$ cat src/hw/rtl/mbrx_pkg.sv
// ----------------------------------------------------------------------------
// Modbus RTU receiver package
// Shared types, constants and the byte-wide CRC-16 update.
// ----------------------------------------------------------------------------
`timescale 1ns / 1ps
`default_nettype none

package mbrx_pkg;

    localparam int BUFFER_BYTES    = 256;
    localparam int FUNCTION_LIMIT  = 63;
    localparam int MIN_FRAME_BYTES = 4;
    localparam int CFG_INDEX_W     = 2;
    localparam int CFG_DATA_W      = 64;

    localparam logic [7:0]  BROADCAST_ADDR = 8'h00;
    localparam logic [15:0] CRC_INIT       = 16'hFFFF;
    localparam logic [15:0] CRC_POLY       = 16'hA001;
    localparam logic [7:0]  SLAVE_ADDR_RST = 8'd1;

    typedef enum logic [CFG_INDEX_W-1:0] {
        REG_SLAVE_ADDRESS       = 2'd0,
        REG_SUPPORTED_FUNCTIONS = 2'd1
    } t_reg_index;

    typedef enum logic [1:0] {
        CMD_BYTE = 2'd0,
        CMD_GAP  = 2'd1,
        CMD_POLL = 2'd2,
        CMD_NONE = 2'd3
    } t_cmd;

    typedef enum logic [2:0] {
        OUT_NONE     = 3'd0,
        OUT_ACCEPT   = 3'd1,
        OUT_CRC_ERR  = 3'd2,
        OUT_BAD_FUNC = 3'd3,
        OUT_DROP     = 3'd4
    } t_outcome;

    typedef struct packed {
        t_cmd       kind;
        logic [7:0] data;
    } t_op;

    function automatic logic [15:0] crc16_byte(input logic [15:0] crc, input logic [7:0] b);
        logic [15:0] c;
        c = crc ^ {8'h00, b};
        for (int i = 0; i < 8; i++) begin
            c = c[0] ? ((c >> 1) ^ CRC_POLY) : (c >> 1);
        end
        return c;
    endfunction

endpackage

`default_nettype wire

$ cat src/hw/rtl/mbrx_if.sv
// ----------------------------------------------------------------------------
// Modbus RTU receiver channels
// Command, result and configuration channels with valid/ready handshakes.
// ----------------------------------------------------------------------------
`timescale 1ns / 1ps
`default_nettype none

interface mbrx_cmd_if;
    logic       valid;
    logic       ready;
    logic [1:0] command;
    logic [7:0] data_byte;

    modport source (output valid, output command, output data_byte, input ready);
    modport sink (input valid, input command, input data_byte, output ready);
endinterface

interface mbrx_res_if;
    logic               valid;
    logic               ready;
    mbrx_pkg::t_outcome outcome;
    logic [7:0]         device_address;
    logic [7:0]         function_code;
    logic [7:0]         frame_length;
    logic               broadcast;

    modport source (output valid, output outcome, output device_address,
                    output function_code, output frame_length, output broadcast,
                    input ready);
    modport sink (input valid, input outcome, input device_address,
                  input function_code, input frame_length, input broadcast,
                  output ready);
endinterface

interface mbrx_cfg_if;
    logic                             valid;
    logic                             ready;
    logic [mbrx_pkg::CFG_INDEX_W-1:0] index;
    logic [mbrx_pkg::CFG_DATA_W-1:0]  data;

    modport source (output valid, output index, output data, input ready);
    modport sink (input valid, input index, input data, output ready);
endinterface

`default_nettype wire

$ cat src/hw/rtl/mbrx_front.sv
// ----------------------------------------------------------------------------
// Modbus RTU receiver front end
// Accepts command items, decodes them and holds them in a two-entry queue.
// ----------------------------------------------------------------------------
`timescale 1ns / 1ps
`default_nettype none

module mbrx_front (
    input  wire logic          i_clk,
    input  wire logic          i_rst_n,
    mbrx_cmd_if.sink           i_cmd,
    output mbrx_pkg::t_op      o_op,
    output logic               o_op_valid,
    input  wire logic          i_op_ready
);

    mbrx_pkg::t_op r_slot [2];
    logic          r_wr_ptr, n_wr_ptr;
    logic          r_rd_ptr, n_rd_ptr;
    logic [1:0]    r_count, n_count;

    mbrx_pkg::t_op w_op;
    logic          w_push;
    logic          w_pop;

    always_comb begin
        w_op.kind = mbrx_pkg::t_cmd'(i_cmd.command);
        w_op.data = (w_op.kind == mbrx_pkg::CMD_BYTE) ? i_cmd.data_byte : 8'h00;
    end

    assign i_cmd.ready = (r_count != 2'd2);
    assign o_op_valid  = (r_count != 2'd0);
    assign o_op        = r_slot[r_rd_ptr];
    assign w_push      = i_cmd.valid && i_cmd.ready;
    assign w_pop       = o_op_valid && i_op_ready;

    always_comb begin
        n_wr_ptr = w_push ? ~r_wr_ptr : r_wr_ptr;
        n_rd_ptr = w_pop ? ~r_rd_ptr : r_rd_ptr;
        n_count  = r_count + {1'b0, w_push} - {1'b0, w_pop};
    end

    always_ff @(posedge i_clk) begin
        if (!i_rst_n) begin
            r_wr_ptr <= 1'b0;
            r_rd_ptr <= 1'b0;
            r_count  <= 2'd0;
        end else begin
            r_wr_ptr <= n_wr_ptr;
            r_rd_ptr <= n_rd_ptr;
            r_count  <= n_count;
        end
    end

    always_ff @(posedge i_clk) begin
        if (w_push) begin
            r_slot[r_wr_ptr] <= w_op;
        end
    end

    a_count_bound: assert property (@(posedge i_clk) disable iff (!i_rst_n)
        r_count <= 2'd2)
        else $error("front queue count out of range");

    a_ptr_track: assert property (@(posedge i_clk) disable iff (!i_rst_n)
        (r_count == 2'd0 || r_count == 2'd2) |-> (r_wr_ptr == r_rd_ptr))
        else $error("front queue pointers disagree with count");

endmodule

`default_nettype wire

$ cat src/hw/rtl/mbrx_back.sv
// ----------------------------------------------------------------------------
// Modbus RTU receiver back end
// Runs the framing state, CRC and classification, and registers each result.
// ----------------------------------------------------------------------------
`timescale 1ns / 1ps
`default_nettype none

module mbrx_back (
    input  wire logic          i_clk,
    input  wire logic          i_rst_n,
    input  wire mbrx_pkg::t_op i_op,
    input  wire logic          i_op_valid,
    output logic               o_op_ready,
    mbrx_cfg_if.sink           i_cfg,
    mbrx_res_if.source         o_res
);

    localparam logic [7:0] LastSlot = 8'(mbrx_pkg::BUFFER_BYTES - 1);
    localparam logic [7:0] MinLen   = 8'(mbrx_pkg::MIN_FRAME_BYTES);
    localparam logic [7:0] FuncMax  = 8'(mbrx_pkg::FUNCTION_LIMIT);

    logic [7:0]                      r_slave_addr;
    logic [mbrx_pkg::CFG_DATA_W-1:0] r_supported;

    logic        r_frame_pending, n_frame_pending;
    logic [7:0]  r_byte_count, n_byte_count;
    logic [15:0] r_crc, n_crc;
    logic [7:0]  r_cap_addr, n_cap_addr;
    logic [7:0]  r_cap_func, n_cap_func;

    logic               r_out_valid;
    mbrx_pkg::t_outcome r_outcome, n_outcome;
    logic [7:0]         r_out_addr, n_out_addr;
    logic [7:0]         r_out_func, n_out_func;
    logic [7:0]         r_out_len, n_out_len;
    logic               r_out_bcast, n_out_bcast;

    logic w_take;
    logic w_func_ok;

    assign o_op_ready = !r_out_valid || o_res.ready;
    assign w_take     = i_op_valid && o_op_ready;
    assign i_cfg.ready = 1'b1;

    assign w_func_ok = (r_cap_func <= FuncMax) && r_supported[r_cap_func[5:0]];

    always_comb begin
        n_frame_pending = r_frame_pending;
        n_byte_count    = r_byte_count;
        n_crc           = r_crc;
        n_cap_addr      = r_cap_addr;
        n_cap_func      = r_cap_func;
        n_outcome       = mbrx_pkg::OUT_NONE;
        n_out_addr      = 8'h00;
        n_out_func      = 8'h00;
        n_out_len       = 8'h00;
        n_out_bcast     = 1'b0;
        case (i_op.kind)
            mbrx_pkg::CMD_BYTE: begin
                if (!r_frame_pending) begin
                    if (r_byte_count < LastSlot) begin
                        if (r_byte_count == 8'd0) begin
                            n_cap_addr = i_op.data;
                        end else if (r_byte_count == 8'd1) begin
                            n_cap_func = i_op.data;
                        end
                        n_crc        = mbrx_pkg::crc16_byte(r_crc, i_op.data);
                        n_byte_count = r_byte_count + 8'd1;
                    end else begin
                        n_frame_pending = 1'b1;
                    end
                end
            end
            mbrx_pkg::CMD_GAP: begin
                n_frame_pending = 1'b1;
            end
            mbrx_pkg::CMD_POLL: begin
                if (r_frame_pending) begin
                    n_out_addr  = r_cap_addr;
                    n_out_func  = r_cap_func;
                    n_out_len   = r_byte_count;
                    n_out_bcast = (r_byte_count != 8'd0) &&
                                  (r_cap_addr == mbrx_pkg::BROADCAST_ADDR);
                    if (r_byte_count < MinLen) begin
                        n_outcome = mbrx_pkg::OUT_DROP;
                    end else if (r_cap_addr != r_slave_addr &&
                                 r_cap_addr != mbrx_pkg::BROADCAST_ADDR) begin
                        n_outcome = mbrx_pkg::OUT_DROP;
                    end else if (!w_func_ok) begin
                        n_outcome = mbrx_pkg::OUT_BAD_FUNC;
                    end else if (r_crc != 16'h0000) begin
                        n_outcome = mbrx_pkg::OUT_CRC_ERR;
                    end else begin
                        n_outcome = mbrx_pkg::OUT_ACCEPT;
                    end
                    n_frame_pending = 1'b0;
                    n_byte_count    = 8'd0;
                    n_crc           = mbrx_pkg::CRC_INIT;
                    n_cap_addr      = 8'h00;
                    n_cap_func      = 8'h00;
                end
            end
            default: begin
            end
        endcase
    end

    always_ff @(posedge i_clk) begin
        if (!i_rst_n) begin
            r_slave_addr <= mbrx_pkg::SLAVE_ADDR_RST;
            r_supported  <= '0;
        end else if (i_cfg.valid && i_cfg.ready) begin
            case (i_cfg.index)
                mbrx_pkg::REG_SLAVE_ADDRESS: begin
                    r_slave_addr <= i_cfg.data[7:0];
                end
                mbrx_pkg::REG_SUPPORTED_FUNCTIONS: begin
                    r_supported <= i_cfg.data;
                end
                default: begin
                end
            endcase
        end
    end

    always_ff @(posedge i_clk) begin
        if (!i_rst_n) begin
            r_frame_pending <= 1'b0;
            r_byte_count    <= 8'd0;
            r_crc           <= mbrx_pkg::CRC_INIT;
            r_cap_addr      <= 8'h00;
            r_cap_func      <= 8'h00;
            r_out_valid     <= 1'b0;
        end else begin
            if (w_take) begin
                r_frame_pending <= n_frame_pending;
                r_byte_count    <= n_byte_count;
                r_crc           <= n_crc;
                r_cap_addr      <= n_cap_addr;
                r_cap_func      <= n_cap_func;
                r_out_valid     <= 1'b1;
            end else if (o_res.ready) begin
                r_out_valid <= 1'b0;
            end
        end
    end

    always_ff @(posedge i_clk) begin
        if (w_take) begin
            r_outcome   <= n_outcome;
            r_out_addr  <= n_out_addr;
            r_out_func  <= n_out_func;
            r_out_len   <= n_out_len;
            r_out_bcast <= n_out_bcast;
        end
    end

    assign o_res.valid          = r_out_valid;
    assign o_res.outcome        = r_outcome;
    assign o_res.device_address = r_out_addr;
    assign o_res.function_code  = r_out_func;
    assign o_res.frame_length   = r_out_len;
    assign o_res.broadcast      = r_out_bcast;

    a_count_bound: assert property (@(posedge i_clk) disable iff (!i_rst_n)
        r_byte_count <= LastSlot)
        else $error("byte count past buffer end");

    a_poll_clears: assert property (@(posedge i_clk) disable iff (!i_rst_n)
        (w_take && i_op.kind == mbrx_pkg::CMD_POLL && r_frame_pending) |=>
        (!r_frame_pending && r_byte_count == 8'd0 && r_crc == mbrx_pkg::CRC_INIT))
        else $error("poll of a pending frame did not clear the receiver");

    a_accept_len: assert property (@(posedge i_clk) disable iff (!i_rst_n)
        (r_out_valid && r_outcome == mbrx_pkg::OUT_ACCEPT) |-> (r_out_len >= MinLen))
        else $error("accepted frame shorter than minimum");

    a_none_zero: assert property (@(posedge i_clk) disable iff (!i_rst_n)
        (r_out_valid && r_outcome == mbrx_pkg::OUT_NONE) |->
        (r_out_addr == 8'h00 && r_out_func == 8'h00 && r_out_len == 8'h00 && !r_out_bcast))
        else $error("empty result carries frame fields");

endmodule

`default_nettype wire

$ cat src/hw/rtl/modbus_rtu_frame_receiver.sv
// ----------------------------------------------------------------------------
// Modbus RTU frame receiver
// Collects received bytes into a frame, checks its CRC-16 and classifies it.
//
// The command channel carries one item per received byte, gap timeout or poll.
// Every accepted item yields exactly one result item on the result channel;
// only a poll of a pending frame yields a classification, all others report
// nothing. The configuration channel is always ready and writes the slave
// address (index 0) or the supported function mask (index 1).
// An accepted item waits in the front queue until the back end takes it, and its
// result is registered there and held on the result channel until it is taken.
// One item per cycle is sustained while the result channel is ready,
// with the byte-wide CRC and framing update in the back end.
// Reset clears the framing state, sets the slave address to 1 and clears the
// function mask. When the result channel stalls, the result register holds its
// item, the two-entry command queue fills, and the command channel drops ready.
// ----------------------------------------------------------------------------
`timescale 1ns / 1ps
`default_nettype none

module modbus_rtu_frame_receiver (
    input  wire logic  i_clk,
    input  wire logic  i_rst_n,
    mbrx_cmd_if.sink   i_cmd,
    mbrx_cfg_if.sink   i_cfg,
    mbrx_res_if.source o_res
);

    mbrx_pkg::t_op w_op;
    logic          w_op_valid;
    logic          w_op_ready;

    mbrx_front u_front (
        .i_clk      (i_clk),
        .i_rst_n    (i_rst_n),
        .i_cmd      (i_cmd),
        .o_op       (w_op),
        .o_op_valid (w_op_valid),
        .i_op_ready (w_op_ready)
    );

    mbrx_back u_back (
        .i_clk      (i_clk),
        .i_rst_n    (i_rst_n),
        .i_op       (w_op),
        .i_op_valid (w_op_valid),
        .o_op_ready (w_op_ready),
        .i_cfg      (i_cfg),
        .o_res      (o_res)
    );

endmodule

`default_nettype wire

$ cat src/flat_wrapper.sv
// flat-port wrapper written by rule: the top's interface ports become plain ports
module modbus_rtu_frame_receiver_flat 
  (i_clk, i_rst_n, i_cmd_valid, i_cmd_command, i_cmd_data_byte, i_cmd_ready, i_cfg_valid, i_cfg_index, i_cfg_data, i_cfg_ready, o_res_valid, o_res_outcome, o_res_device_address, o_res_function_code, o_res_frame_length, o_res_broadcast, o_res_ready);
  mbrx_cmd_if i_cmd_i ();
  mbrx_cfg_if i_cfg_i ();
  mbrx_res_if o_res_i ();
  input  wire logic i_clk;
  input  wire logic i_rst_n;
  input wire logic [$bits(i_cmd_i.valid)-1:0] i_cmd_valid;
  input wire logic [$bits(i_cmd_i.command)-1:0] i_cmd_command;
  input wire logic [$bits(i_cmd_i.data_byte)-1:0] i_cmd_data_byte;
  output wire logic [$bits(i_cmd_i.ready)-1:0] i_cmd_ready;
  input wire logic [$bits(i_cfg_i.valid)-1:0] i_cfg_valid;
  input wire logic [$bits(i_cfg_i.index)-1:0] i_cfg_index;
  input wire logic [$bits(i_cfg_i.data)-1:0] i_cfg_data;
  output wire logic [$bits(i_cfg_i.ready)-1:0] i_cfg_ready;
  output wire logic [$bits(o_res_i.valid)-1:0] o_res_valid;
  output wire logic [$bits(o_res_i.outcome)-1:0] o_res_outcome;
  output wire logic [$bits(o_res_i.device_address)-1:0] o_res_device_address;
  output wire logic [$bits(o_res_i.function_code)-1:0] o_res_function_code;
  output wire logic [$bits(o_res_i.frame_length)-1:0] o_res_frame_length;
  output wire logic [$bits(o_res_i.broadcast)-1:0] o_res_broadcast;
  input wire logic [$bits(o_res_i.ready)-1:0] o_res_ready;
  assign i_cmd_i.valid = i_cmd_valid;
  assign i_cmd_i.command = i_cmd_command;
  assign i_cmd_i.data_byte = i_cmd_data_byte;
  assign i_cmd_ready = i_cmd_i.ready;
  assign i_cfg_i.valid = i_cfg_valid;
  assign i_cfg_i.index = i_cfg_index;
  assign i_cfg_i.data = i_cfg_data;
  assign i_cfg_ready = i_cfg_i.ready;
  assign o_res_valid = o_res_i.valid;
  assign o_res_outcome = o_res_i.outcome;
  assign o_res_device_address = o_res_i.device_address;
  assign o_res_function_code = o_res_i.function_code;
  assign o_res_frame_length = o_res_i.frame_length;
  assign o_res_broadcast = o_res_i.broadcast;
  assign o_res_i.ready = o_res_ready;
  modbus_rtu_frame_receiver u_core (.i_clk(i_clk), .i_rst_n(i_rst_n), .i_cmd(i_cmd_i), .i_cfg(i_cfg_i), .o_res(o_res_i));
endmodule
$ cat config.mk
export PLATFORM = sky130hd
export DESIGN_NAME = modbus_rtu_frame_receiver_flat
export DESIGN_NICKNAME = d
export VERILOG_FILES = /design/src/hw/rtl/mbrx_pkg.sv /design/src/hw/rtl/mbrx_if.sv /design/src/hw/rtl/mbrx_front.sv /design/src/hw/rtl/mbrx_back.sv /design/src/hw/rtl/modbus_rtu_frame_receiver.sv /design/src/flat_wrapper.sv
export SDC_FILE = /design/constraint.sdc
export NUM_CORES = 1
export LEC_CHECK = 0
export BUFFER_PORTS_ARGS = -buffer_cell sky130_fd_sc_hd__buf_2
export CAP_MARGIN = 5
export CELL_PAD_IN_SITES_DETAIL_PLACEMENT = 0
export CELL_PAD_IN_SITES_GLOBAL_PLACEMENT = 1
export CORE_ASPECT_RATIO = 1.1
export CORE_MARGIN = 1.5
export CORE_UTILIZATION = 40
export CTS_CLUSTER_DIAMETER = 100
export DETAILED_ROUTE_END_ITERATION = 8
export PLACE_DENSITY_LB_ADDON = 0.1
export SYNTH_ARGS = -nofsm -noshare
export SYNTH_HDL_FRONTEND = slang
export SYNTH_SLANG_ARGS = --single-unit
$ cat constraint.sdc
create_clock -name i_clk -period 2.6 [get_ports i_clk]
set_input_delay 0.26 -clock i_clk [delete_from_list [all_inputs] [get_ports i_clk]]
set_output_delay 0.26 -clock i_clk [all_outputs]
set_load 0.02 [all_outputs]
==> results by group <==
Detailed routing
  – Met1 wire length: 7.558 mm
  – Met2 wire length: 8.422 mm
  – Initial DRC count: 272
  – Top layer used by detailed routing: met4
  – WL met3: 596 um
  – Total wire length after detailed routing: 16.80 mm
  – Post-detailed-route DRC marker count: 0
  – Detail-routed net length per standard cell: 15.77 um
  – Final ANT Viol Nets: 0
  – Number of vias after detailed routing: 5,307
  – Detail-routed via count per cell: 4.983
  – 1st-pass router iterations: 4

Cells and area
  – Layout Area Growth over Synthesis: 19.70%
  – Final-stage net count: 904
  – FILL cells: 1,727
  – Biggest registers after layout: u_core.u_back.r_supported (64), u_core.u_front.r_slot (20), u_core.u_back.r_crc (16)
  – Fraction of layout instances using a drive strength above 1: 22.85%
  – Number of antenna diodes: 0
  – Reg with most FFs: u_core.u_back.r_supported
  – Post-Route Utilization: 49.39%
  – Number of flip-flops in the largest register: 64

Power and ir drop
  – Max rail drop VDD: 0.4858 mV
  – Relative contribution of sequential cells to total power: 40.0%
  – Sw frac: 30.54%
  – Leakage power: 0.003429 uW
  – Clock network fraction of design power: 33.1%
  – Power density relative to cell area: 925.4 nW/um2
  – Total net switching power: 2494 uW
  – Comb pwr share: 27.0%
  – Pint: 5672 uW

Logic synthesis
  – Cell with the most instances after synthesis: sky130_fd_sc_hd__nand2_1
  – Area fraction of the dominant cell type after synthesis: 32.32%
  – Count of state elements after synthesis: 167
  – Area contributors post-synth: sky130_fd_sc_hd__dfxtp_1 32%, sky130_fd_sc_hd__edfxtp_1 20%, sky130_fd_sc_hd__nand2_1 7.8%, sky130_fd_sc_hd__a21boi_0 6.5%, sky130_fd_sc_hd__mux4_2 5.5%
  – Number of instances in the synthesized netlist: 713
  – Top cell type by total area after synthesis: sky130_fd_sc_hd__dfxtp_1
  – Synth top cells by count: 154 x sky130_fd_sc_hd__nand2_1, 119 x sky130_fd_sc_hd__dfxtp_1, 64 x sky130_fd_sc_hd__a21boi_0, 48 x sky130_fd_sc_hd__edfxtp_1, 36 x sky130_fd_sc_hd__mux2i_1
  – Warning count from the yosys run: 0
  – Synth Flop Type: sky130_fd_sc_hd__dfxtp_1
  – Fraction of registers with async set/reset: 0%
  – Cell area after synthesis: 7372 um2
  – Number of enable-type register cells in the synthesized netlist: 48
  – Post-synthesis sequential area ratio: 51.87%
  – Mapped Avg Cell Area: 10.34 um2
  – Count of different cell masters after synthesis: 47
  – Post-synth net total: 803

STA
  – Period Utilization, post-route: 94.69%
  – Worst slew margin relative to its limit: 55.09%
  – Number of hold violations in the final report: 0
  – Maximum clock skew at final layout: 14.62 ps
  – Peak Freq: 406.2 MHz
  – Endpoints failing setup: 0
  – Setup repair after global routing missed its margin: no
  – Min Tclk post-route: 2462 ps
  – Post-Route Hold Slack: 57.01 ps
  – Worst slew pin tran: 673.6 ps
  – Final sum of negative setup slack: 0 ps
  – Final count of pins violating max slew: 0

Global routing
  – Number of global-route vias before repair: 5,245
  – Sum of overflow across all layers after global routing: 0
  – First-pass GRT wire length: 26.84 mm
  – Maximum number of pins on one net before global-route repair: 65
  – GR Util All Layers: 17.86%
  – Number of antenna violations at the first check in global routing: 0

CTS
  – Clock latency on the worst-skew pair: 430 ps
  – Clock tree from TritonCTS: yes
  – Inserted Clock Buffers: 17
  – Clock root cell: sky130_fd_sc_hd__clkbuf_16
  – Post-cts hold buffer count: 0
  – Post CTS Setup Buffer Count: 0
  – Clock-pin slew on the worst setup and hold paths: 60 ps
  – CTS resizes: 0
  – Number of clock sinks seen by CTS: 167
  – H-tree levels: 4
  – Max Root-Sink Buffers: 2

Worst setup path
  – CP Data Required Time: 2900 ps
  – Worst-path maximum fanout: 22
  – Crit path launch type: flop
  – Worst EP arrival: 2770 ps
  – Critical Path Sink Type: flop
  – Type of the worst setup path: flop to flop

Floorplanning
  – Horizontal extent of the die: 132.4 um
  – Core Area: 17,870 um2
  – Die Outline Area: 19,250 um2
  – Effective utilization at floorplan: 41.26%
  – Row count: 51
  – Floorplan die height: 145.4 um
  – Number of top-level pins: 112

Run
  – Max-cap violation count: 0

Status
  – Outcome: finished, final reports clean

Place
  – Post-detailed-placement half-perimeter wirelength: 12.04 mm
  – Routability cong.: 0.8213
  – Number of buffers inserted by port buffering: 110

Worst hold path
  – Path type of the worst min-delay path: primary input to flop
## logic make-up after synthesis
| kind of cell | share of synthesized area, % |
|---|---|
| multiplexers | 10.76 |
| buffers and inverters | 3.072 |
| AO/OA/AOI/OAI | 9.488 |
| XOR/XNOR | 4.939 |
| other | 0.05087 |
| flip-flops | 51.87 |
| adder cells (fa/ha/maj) | 1.528 |
| AND/OR/NAND/NOR | 18.30 |
## critical path, cell delays in order, from the launching register on
cell                      delay, ps
sky130_fd_sc_hd__dfxtp_1        390
sky130_fd_sc_hd__mux2i_1        320
sky130_fd_sc_hd__ha_1           250
sky130_fd_sc_hd__nand2_1         70
sky130_fd_sc_hd__or2_2          310
sky130_fd_sc_hd__a21o_1         300
sky130_fd_sc_hd__buf_4          270
sky130_fd_sc_hd__nor3_1         220
sky130_fd_sc_hd__nand2_1         80
sky130_fd_sc_hd__o311a_1        120
## power groups by stage
stage	Clock, uW	Sequential [uW]	Combinational, uW
detailed placement	0	3320	2230
global placement	0	3310	2210
global route	2870	3300	2400
CTS	2750	3270	2240
floorplan	0	3480	1450
finish	2700	3260	2200
## cell usage in the layout (no fill, tap or decap), types with 5 or more instances in the layout
cell	instances
sky130_fd_sc_hd__nand2_1	154
sky130_fd_sc_hd__dfxtp_1	119
sky130_fd_sc_hd__buf_2	110
sky130_fd_sc_hd__a21boi_0	64
sky130_fd_sc_hd__edfxtp_1	48
sky130_fd_sc_hd__mux2i_1	36
sky130_fd_sc_hd__nor2_1	31
sky130_fd_sc_hd__nor2b_1	25
sky130_fd_sc_hd__and3_1	24
sky130_fd_sc_hd__xnor2_1	19
sky130_fd_sc_hd__clkbuf_16	19
sky130_fd_sc_hd__buf_4	19
sky130_fd_sc_hd__xor2_1	18
sky130_fd_sc_hd__mux4_2	18
sky130_fd_sc_hd__and2_1	13
sky130_fd_sc_hd__nand3_1	10
sky130_fd_sc_hd__ha_1	9
sky130_fd_sc_hd__a21oi_1	8
sky130_fd_sc_hd__nor4_1	8
sky130_fd_sc_hd__inv_1	7
sky130_fd_sc_hd__o21ai_0	7
sky130_fd_sc_hd__nor3_1	7
sky130_fd_sc_hd__o211ai_1	5
## routing by layer
| metal | GRT usage [%] | vias to the layer above |
|---|---|---|
| li1 | - | 2647 |
| met1 | 21.64 | 2524 |
| met2 | 31.57 | 118 |
| met3 | 4.110 | 18 |
| met4 | 5.385 | 0 |
| met5 | 0 | - |
## worst paths after layout
path	start	endpoint	slack, ps	depth (start not counted)
worst max-delay path	flop	u_core.u_back.r_crc[15]$_SDFFE_PN1P_	140	9
worst min-delay path	i_cmd_command[0]	u_core.u_front.r_slot[1][8]$_DFFE_PP_	60	1
worst max register to register	flop	u_core.u_back.r_crc[15]$_SDFFE_PN1P_	140	9
worst min register to register	u_core.u_back.r_supported[20]$_SDFFE_PN0P_	u_core.u_back.r_supported[20]$_SDFFE_PN0P_	460	2
## through the flow
step	instances	setup slack, ps	total power (uW)	area [um2]
after floorplan	713	54.49	4928	7372
after global placement	1033	260.9	5521	8184
after detailed placement	1033	191.5	5548	8184
after CTS	1065	163.6	8249	8825
after global routing	1065	10.79	8575	8825
final	1065	138.0	8166	8825
## final cells by class
class | instances | area [um2] | area share, %
well taps | 238 | 297.8 | 3.374
inverters | 7 | 26.28 | 0.2977
flip-flops and latches | 167 | 3824 | 43.33
clock inverters | 9 | 135.1 | 1.531
multi-input cells | 491 | 3323 | 37.66
repair buffers | 130 | 713.2 | 8.082
clock buffers | 23 | 505.5 | 5.728
No activity file was read; power rests on OpenSTA's default activity.
